## src/hw/rtl/kmsd_pkg.sv

```systemverilog
// Types and constants for the key matrix scan debounce block.
package kmsd_pkg;

  localparam int ROW_COUNT    = 5;
  localparam int COLUMN_COUNT = 14;
  localparam int ROW_IDX_W    = 3;
  localparam int SETTLE_W     = 8;

  localparam logic [SETTLE_W-1:0]  SETTLE_RESET = SETTLE_W'(5);
  localparam logic [ROW_IDX_W-1:0] ROW_LIMIT    = ROW_IDX_W'(ROW_COUNT);
  localparam logic [ROW_IDX_W-1:0] LAST_ROW     = ROW_IDX_W'(ROW_COUNT - 1);

  typedef struct packed {
    logic [ROW_IDX_W-1:0]    row_index;
    logic [COLUMN_COUNT-1:0] column_bits;
  } in_item_t;

  typedef struct packed {
    logic [COLUMN_COUNT-1:0] stable_row;
    logic                    settling;
    logic                    committed;
  } out_item_t;

endpackage

```

## src/hw/rtl/kmsd_out_buf.sv

```systemverilog
// Two-entry result buffer: output register plus skid register.
module kmsd_out_buf import kmsd_pkg::*; (
  input  logic      clk,
  input  logic      rst_n,
  input  logic      push_valid,
  output logic      push_ready,
  input  out_item_t push_item,
  output logic      out_valid,
  input  logic      out_ready,
  output out_item_t out_item
);

  logic      main_valid_r, main_valid_nxt;
  logic      skid_valid_r, skid_valid_nxt;
  out_item_t main_item_r, main_item_nxt;
  out_item_t skid_item_r, skid_item_nxt;
  logic      push;

  assign push_ready = !skid_valid_r;
  assign push       = push_valid && push_ready;
  assign out_valid  = main_valid_r;
  assign out_item   = main_item_r;

  always_comb begin
    main_valid_nxt = main_valid_r;
    skid_valid_nxt = skid_valid_r;
    main_item_nxt  = main_item_r;
    skid_item_nxt  = skid_item_r;
    if (!main_valid_r || out_ready) begin
      // main slot frees up: refill from skid first, else from the new transaction
      if (skid_valid_r) begin
        main_item_nxt  = skid_item_r;
        main_valid_nxt = 1'b1;
        skid_valid_nxt = 1'b0;
      end else begin
        main_item_nxt  = push_item;
        main_valid_nxt = push;
      end
    end else if (push) begin
      skid_item_nxt  = push_item;
      skid_valid_nxt = 1'b1;
    end
  end

  always_ff @(posedge clk) begin
    if (!rst_n) begin
      main_valid_r <= 1'b0;
      skid_valid_r <= 1'b0;
    end else begin
      main_valid_r <= main_valid_nxt;
      skid_valid_r <= skid_valid_nxt;
    end
    main_item_r <= main_item_nxt;
    skid_item_r <= skid_item_nxt;
  end

endmodule

```

## src/hw/rtl/key_matrix_scan_debounce_core.sv

```systemverilog
// Global-settle debouncer for a split key matrix, one row sample per transaction.
//
// Each input transaction carries one sampled row (row_index, 14 column bits: the
// local half in bits 0-6, the remote half in bits 7-13). A sample that differs from
// the stored raw row replaces it and reloads the shared settle counter from the
// settle_scans register. The sample of the last row ends a scan: a nonzero counter
// then counts down, and when it reaches zero all raw rows are copied into the stable
// matrix in that same cycle. Every input transaction yields exactly one result
// (stable_row of the addressed row, settling, committed); a row index past the last
// row changes nothing and returns stable_row 0. Throughput is one transaction per
// clock while in_ready is high: compare, counter update and commit are combinational
// logic feeding the state and the output buffer, and each result is registered
// there before out_valid offers it. A two-deep output buffer (result register plus
// skid register) keeps in_ready high while one result waits, so in_ready drops only
// when two results are held. settle_scans resets to 5 and is written through the cfg
// port, which is always ready; a write takes effect at the next counter reload.
module key_matrix_scan_debounce_core import kmsd_pkg::*; (
  input  logic                clk,
  input  logic                rst_n,
  input  logic                in_valid,
  output logic                in_ready,
  input  in_item_t            in_item,
  output logic                out_valid,
  input  logic                out_ready,
  output out_item_t           out_item,
  input  logic                cfg_valid,
  output logic                cfg_ready,
  input  logic [SETTLE_W-1:0] cfg_data
);

  // Matrix state and settle counter.
  logic [COLUMN_COUNT-1:0] raw_rows_r    [ROW_COUNT];
  logic [COLUMN_COUNT-1:0] stable_rows_r [ROW_COUNT];
  logic [SETTLE_W-1:0]     settle_scans_r;
  logic [SETTLE_W-1:0]     settle_count_r, settle_count_nxt;

  logic                    accept;
  logic                    row_ok;
  logic                    changed;
  logic                    scan_end;
  logic                    commit;
  logic [SETTLE_W-1:0]     count_loaded;
  logic [ROW_IDX_W-1:0]    sel;
  logic [COLUMN_COUNT-1:0] sample;
  out_item_t               result;

  assign cfg_ready = 1'b1;
  assign accept    = in_valid && in_ready;
  assign sel       = in_item.row_index;
  assign sample    = in_item.column_bits;
  assign row_ok    = (sel < ROW_LIMIT);

  always_comb begin
    // compare against the stored raw row; a change reloads the counter
    changed      = row_ok && (raw_rows_r[sel] != sample);
    count_loaded = changed ? settle_scans_r : settle_count_r;
    // last row closes a scan: count down a busy counter
    scan_end     = row_ok && (sel == LAST_ROW) && (count_loaded != '0);
    commit       = scan_end && (count_loaded == SETTLE_W'(1));
    settle_count_nxt = scan_end ? (count_loaded - SETTLE_W'(1)) : count_loaded;

    result.settling  = (settle_count_nxt != '0);
    result.committed = commit;
    if (!row_ok) begin
      result.stable_row = '0;
    end else if (commit) begin
      // stable row of this index becomes the new sample on commit
      result.stable_row = sample;
    end else begin
      result.stable_row = stable_rows_r[sel];
    end
  end

  always_ff @(posedge clk) begin
    if (!rst_n) begin
      settle_scans_r <= SETTLE_RESET;
      settle_count_r <= SETTLE_RESET;
      for (int r = 0; r < ROW_COUNT; r++) begin
        raw_rows_r[r]    <= '0;
        stable_rows_r[r] <= '0;
      end
    end else begin
      if (cfg_valid && cfg_ready) begin
        settle_scans_r <= cfg_data;
      end
      if (accept) begin
        settle_count_r <= settle_count_nxt;
        if (changed) begin
          raw_rows_r[sel] <= sample;
        end
        if (commit) begin
          // copy the whole raw matrix, with this transaction's sample in place
          for (int r = 0; r < ROW_COUNT; r++) begin
            if (sel == ROW_IDX_W'(r)) begin
              stable_rows_r[r] <= sample;
            end else begin
              stable_rows_r[r] <= raw_rows_r[r];
            end
          end
        end
      end
    end
  end

  // Result register with skid: holds up to two results under backpressure.
  kmsd_out_buf u_out_buf (
    .clk        (clk),
    .rst_n      (rst_n),
    .push_valid (in_valid),
    .push_ready (in_ready),
    .push_item  (result),
    .out_valid  (out_valid),
    .out_ready  (out_ready),
    .out_item   (out_item)
  );

endmodule

```

## config.mk

```make
export PLATFORM = sky130hd
export DESIGN_NAME = key_matrix_scan_debounce_core
export DESIGN_NICKNAME = d
export VERILOG_FILES = /design/src/hw/rtl/kmsd_pkg.sv /design/src/hw/rtl/kmsd_out_buf.sv /design/src/hw/rtl/key_matrix_scan_debounce_core.sv
export SDC_FILE = /design/constraint.sdc
export NUM_CORES = 1
export LEC_CHECK = 0
export BUFFER_PORTS_ARGS = -buffer_cell sky130_fd_sc_hd__buf_2
export CORE_ASPECT_RATIO = 1.1
export CORE_MARGIN = 3
export CORE_UTILIZATION = 45
export DETAILED_ROUTE_END_ITERATION = 8
export GPL_TIMING_DRIVEN = 0
export PLACE_DENSITY = 0.57
export SLEW_MARGIN = 20
export SYNTH_ARGS = -nofsm -noshare
export SYNTH_HDL_FRONTEND = slang
export SYNTH_SLANG_ARGS = --single-unit
```

## constraint.sdc

```tcl
create_clock -name clk -period 6.58 [get_ports clk]
set_input_delay 1.316 -clock clk [delete_from_list [all_inputs] [get_ports clk]]
set_output_delay 1.316 -clock clk [all_outputs]
set_load 0.01 [all_outputs]
```

Word-level counts from Yosys, hierarchy flattened
Memories as Yosys holds them, arrays and structs flattened.
Cells that the tools add are included.
Widths: inputs -> output; s select.
{"block": "classes", "add_sub_neg": 1, "magnitude_cmp": 1, "n_eq_ne": 6, "n_mux": 74, "n_bitwise": 12, "n_reduce_logical": 14}
{"op": "$mux 14", "count": 13}
{"op": "$mux 1", "count": 57}
{"op": "$mux 16", "count": 1}
{"op": "$mux 8", "count": 2}
{"op": "$reduce_bool 8->1", "count": 2}
{"op": "$ne 14x14->1", "count": 1}
{"op": "$reduce_or 14->1", "count": 1}
{"op": "$or 1x1->1", "count": 10}
{"op": "$eq 8x1->1 const B", "count": 1}
{"op": "$sub 8x1->8 const B", "count": 1}
{"op": "$eq 3x2->1 const B", "count": 2}
{"op": "$logic_and 1x1->1", "count": 5}
{"op": "$eq 3x1->1 const B", "count": 1}
{"op": "$eq 3x3->1 const B", "count": 1}
{"op": "$logic_not 3->1", "count": 1}
{"op": "$lt 3x3->1 const B", "count": 1}
{"op": "$mux 3", "count": 1}
{"op": "$logic_not 1->1", "count": 2}
{"op": "$not 1->1", "count": 2}
{"op": "$reduce_and 2->1", "count": 1}
{"op": "$reduce_or 2->1", "count": 1}
{"op": "$logic_or 1x1->1", "count": 1}
{"block": "totals", "ff_bits": 50, "mem_bits_rw": 140, "output_inout_bits": 19, "word_cells": 120, "n_memories": 2}
{"name": "raw_rows_r", "depth": 5, "width": 14, "rd": 6, "rd_clocked_by_memory_dff": 0, "wr": 5, "line_no": "key_matrix_scan_debounce_core.sv:32", "source": "logic [COLUMN_COUNT-1:0] raw_rows_r [ROW_COUNT];"}
{"name": "stable_rows_r", "depth": 5, "width": 14, "rd": 1, "rd_clocked_by_memory_dff": 0, "wr": 5, "line_no": "key_matrix_scan_debounce_core.sv:33", "source": "logic [COLUMN_COUNT-1:0] stable_rows_r [ROW_COUNT];"}

Longest topological paths before layout
An unclocked memory read counts as a cell.
{"block": "logic_depth", "word_depth": 13, "mapped_depth": 23}

Hierarchy
A second synthesis with hierarchy kept.
{"block": "hier_totals", "hier_cells": 761, "area_unflattened_um2": 10731.5}
{"module": "key_matrix_scan_debounce_core", "instances": 1, "cells_each": 703, "area_each_um2": 9449.1, "seq_area_each_um2": 5785.5}
{"module": "kmsd_out_buf", "instances": 1, "cells_each": 58, "area_each_um2": 1282.5, "seq_area_each_um2": 1001.0}

Worst setup path before layout
No wires, ideal clock.
{"block": "synth_path", "path_type": "input-to-reg", "startpoint": "in in_item[16] in the netlist's numbering", "endpoint": "reg u_out_buf.main_item_r, in the netlist u_out_buf.out_item[1] (data pin)", "setup_ns": 0.259, "arrival_time_ns": 5.907, "required_time_ns": 6.321, "setup_slack_ns": 0.414, "path_stages": 21, "cell_sequence": "buf_4 > and2_1 > buf_2 > a22o_1 > a221oi_1 > xnor2_1 > nand3_1 > nor4_4 > a21oi_2 > buf_2 > mux2i_1 > ha_1 > clkbuf_1 > nand2b_1 > nor3b_1 > or3_1 > a2111o_1 > and2_1 > or4_1 > a221o_1 > o31a_1"}
{"block": "synth_between", "elab_chain_cells": 9, "word_cells_on_any_way": 13, "cone_classes": "add/sub: 1; order compare: 1; eq/ne: 2; mux: 3; reduce/logical: 5; memory: 1"}
{"item": "start: declaration", "line_no": "key_matrix_scan_debounce_core.sv:22", "source": "input in_item_t in_item,"}
{"item": "parallel branches: the longest is 6 deep, another holds $mem_v2 5x14"}
{"item": "$mux 8 (*)", "line_no": "key_matrix_scan_debounce_core.sv:60", "source": "settle_count_nxt = scan_end ? (count_loaded - SETTLE_W'(1)) : count_loaded;"}
{"item": "$reduce_bool 8->1 (*)", "line_no": "key_matrix_scan_debounce_core.sv:62", "source": "result.settling = (settle_count_nxt != '0);"}
{"item": "$mux 16 (*)", "line_no": "kmsd_out_buf.sv:31", "source": "if (skid_valid_r) begin"}
{"item": "end signal: assignment", "line_no": "kmsd_out_buf.sv:53", "source": "main_item_r <= main_item_nxt;"}
{"item": "end: declaration", "line_no": "kmsd_out_buf.sv:15", "source": "out_item_t main_item_r, main_item_nxt;"}
Mark *: on every way between the ends.
A chain may end at the register's enable or synchronous reset.

Worst setup path in the final report
Ends and elaborated chain as after synthesis.

==> results.md <==
- Status: complete, no violations
- Vias in the first global route: 7213
- CP Launch Type: primary input
- Nets: 960
- Routed WL per cell: 22.0 um
- DRC errors left: 0
- CTS Buf Count: 26
- Root Buffer: clkbuf_16
- Global placer's final weighted congestion: 0.874
- Synth area leaders: edfxtp_1 59%, mux2i_1 4.6%, mux4_2 4.1%
- Max_cap viols: 0
- Std cell rows: 59
- Final Hold Vio Count: 0
- Total core area: 23800 um2
- Leakage: 4.78 nW
- Post-Place Worst Slack: -0.795 ns
- Power Total: 0.00337 W
- Io pins: 49
- CTS clk-pin slew, worst paths: 0.06 ns
- Drt total wl: 27500 um
- Synth unique cells: 71
- Clk sinks: 232
- GRT Util Overall: 0.208
- Pre-Repair DR Iteration Count: 5
- Slowest-stage cell, CP: or4_1
- CTS max path bufs: 3
- Yosys warns: 0
- Crit path buf inv count: 6
- Hold Path Class: flop to flop
- # placed instances: 1202
- Die Y: 170 um
- Final WS setup: 0.153 ns
- Dominant cell by count in the synthesized netlist: edfxtp_1
- Final setup viols: 0
- Slowest Stage Delay on Critical Path: 0.53 ns
- Top cells by count, synth: 214 x edfxtp_1, 58 x nor3_1, 54 x and2_1
- Post-Syn Area per Cell: 13.6 um2
- Initial antenna violation count: 0
- TritonCTS clock tree: built
- Fin Clk Skew: 0.0189 ns
- Req. time, crit path: 6.86 ns
- Crit end category: flop
- Peak supply drop: 185 uV
- Synthesized area: 11000 um2
- CP delay by family, top: simple AND/OR/NAND/NOR gates
- # diodes: 0
- Post-Layout Cell Count: 1251
- DIE WIDTH: 155 um
- Initial core utilization: 0.461
- Mapped Cells: 805
- Clk_lat worst skew: 0.54 ns
- Final slew viol count: 0
- Share of cells above drive strength 1: 0.208
- Full die area: 26300 um2
- Largest fanout on the critical path: 10
- Tcrit/Tclk final: 0.977
- GRT overflow: 0
- Area Growth Syn to Fin: 15.5%
- FMAX: 0.156 GHz
- Most common cell on crit path: buf_2
- Asr flop ratio synth: 0
- Total number of vias: 7102
- Post-route ant nets: 0
- Slew Limit Headroom: 0.353
- H-tree depth: 1
- Crit path kind: primary input to flop
- Top cell type's share of synthesized area: 0.585
- DP HPWL: 20700 um
- Hold slack: 0.547 ns
- Pin count of the biggest net entering global routing: 20
- IO Port Bufs: 44
- First-pass GRT wire length: 42400 um
- Power per Cell Area: 265 nW/um2
- Critical Path AT: 6.71 ns
- Min Tclk post-route: 6.43 ns
- Largest area contributor in the netlist: edfxtp_1
- Worst Max-Slew Pin Slew: 0.963 ns
- RSZ-0062 raised after global routing: false
- FF+latch count, synth: 232
- Main synth FF type: edfxtp_1
- EDFF count, synth: 214
- Register area share after synthesis: 0.618
- Vias per cell: 5.68
- Worst-path cell chain: buf_2 > buf_4 > and2_1 > buf_2 > a22o_1 > a221oi_1 > xnor2_1 > nand3_2 > nor4_4 > buf_4 > a21oi_4 > buf_2 > mux2i_1 > ha_1 > clkbuf_1 > nand2b_1 > nor3b_1 > or3_1 > a2111o_1 > and2_1 > or4_1 > a221o_1 > o31a_1
- First-iteration detailed-routing DRC count: 523
registers in the layout, indices dropped and copies added (netlist names):
signal,flops
settle_count_r,8
u_out_buf.out_item,16
u_out_buf.skid_valid_r,1
u_out_buf.skid_item_r,16
u_out_buf.out_valid,1
raw_rows_r,112
settle_scans_r,8
stable_rows_r,70
placed cells by master, fill, tap and decap left out, types with 5 or more instances in the layout:
master / instances
a21oi_1: 8
and2_1: 54
edfxtp_1: 214
clkbuf_1: 41
nand2_1: 25
and3_1: 30
xnor2_1: 13
conb_1: 43
nor2b_1: 9
buf_2: 52
nand3_1: 6
mux2i_1: 50
a221oi_1: 5
buf_4: 9
clkbuf_16: 27
nand2b_1: 7
nor4_1: 19
o21a_1: 5
a22o_1: 5
mux4_2: 20
buf_6: 11
inv_1: 19
o21ai_2: 7
dfxtp_1: 18
o21ai_1: 15
o211ai_1: 5
nor3_1: 58
nor2_1: 29
o21ai_0: 10
mux2_2: 24
a221oi_2: 15
clkinv_1: 7
worst paths after layout:
path / startpoint / end / slack [ns] / cells after the start
max: in_item[16] / u_out_buf.out_item[1] / 0.15 / 23
min: u_out_buf.skid_item_r[0] / u_out_buf.out_item[0] / 0.55 / 2
max reg2reg: raw_rows_r[1][6] / u_out_buf.out_item[1] / 1.11 / 20
min reg2reg: u_out_buf.skid_item_r[0] / u_out_buf.out_item[0] / 0.55 / 2
metal layers:
metal  track usage  share of wire  vias to the layer above
li1              -              -                     3295
met1         0.284           0.42                     3523
met2         0.357           0.49                      242
met3        0.0310          0.064                       42
met4        0.0453          0.018                        0
met5             0              0                        -
kinds of logic after synthesis:
| group | count (synthesis) | share of synthesized area |
|---|---|---|
| fa+ha+maj | 2 | 0.00228 |
| other cells | 2 | 0.000684 |
| simple gates | 267 | 0.136 |
| flops | 232 | 0.618 |
| mux | 94 | 0.111 |
| xor+xnor | 17 | 0.0142 |
| compound gates | 109 | 0.0782 |
| buf+inv | 82 | 0.0396 |
area by class of cell:
type | count | area, um2
Fill cell | 2034 | 11200
Sequential cell | 232 | 6790
Multi-Input combinational cell | 532 | 3980
Clock buffer | 35 | 706
Tap cell | 305 | 382
Buffer | 59 | 354
Timing Repair Buffer | 55 | 329
Inverter | 22 | 85.1
Clock inverter | 11 | 57.6
what timing repair did:
item,4_1_cts,5_1_grt
setup buffers,4,0
hold buffers,0,0
pin swaps,2,0
endpoints found under the setup margin,2,2
endpoints found under the hold margin,0,0
resized for setup,2,6
per-stage QoR:
stage                util  area [um2]  setup TNS (ns)
CTS                 0.531       12700               0
detailed placement  0.497       11900           -8.41
floorplan               -       11100               0
global route        0.532       12700               0
global placement    0.492       11700          -98.84
finish              0.532       12700               0
report_power, final:
part	total, W	switching, W	internal [W]
clock	0.00132	0.000572	0.000748
sequential	0.00171	0.0000280	0.00168
combinational	0.000333	0.000207	0.000125
total	0.00337	0.000807	0.00256
tightest hold or removal path, stage by stage (launching register included):
cell      delay (ns)
edfxtp_1        0.33
nand2_1         0.05
o21ai_0         0.06
No activity file was read; power rests on OpenSTA's default activity.
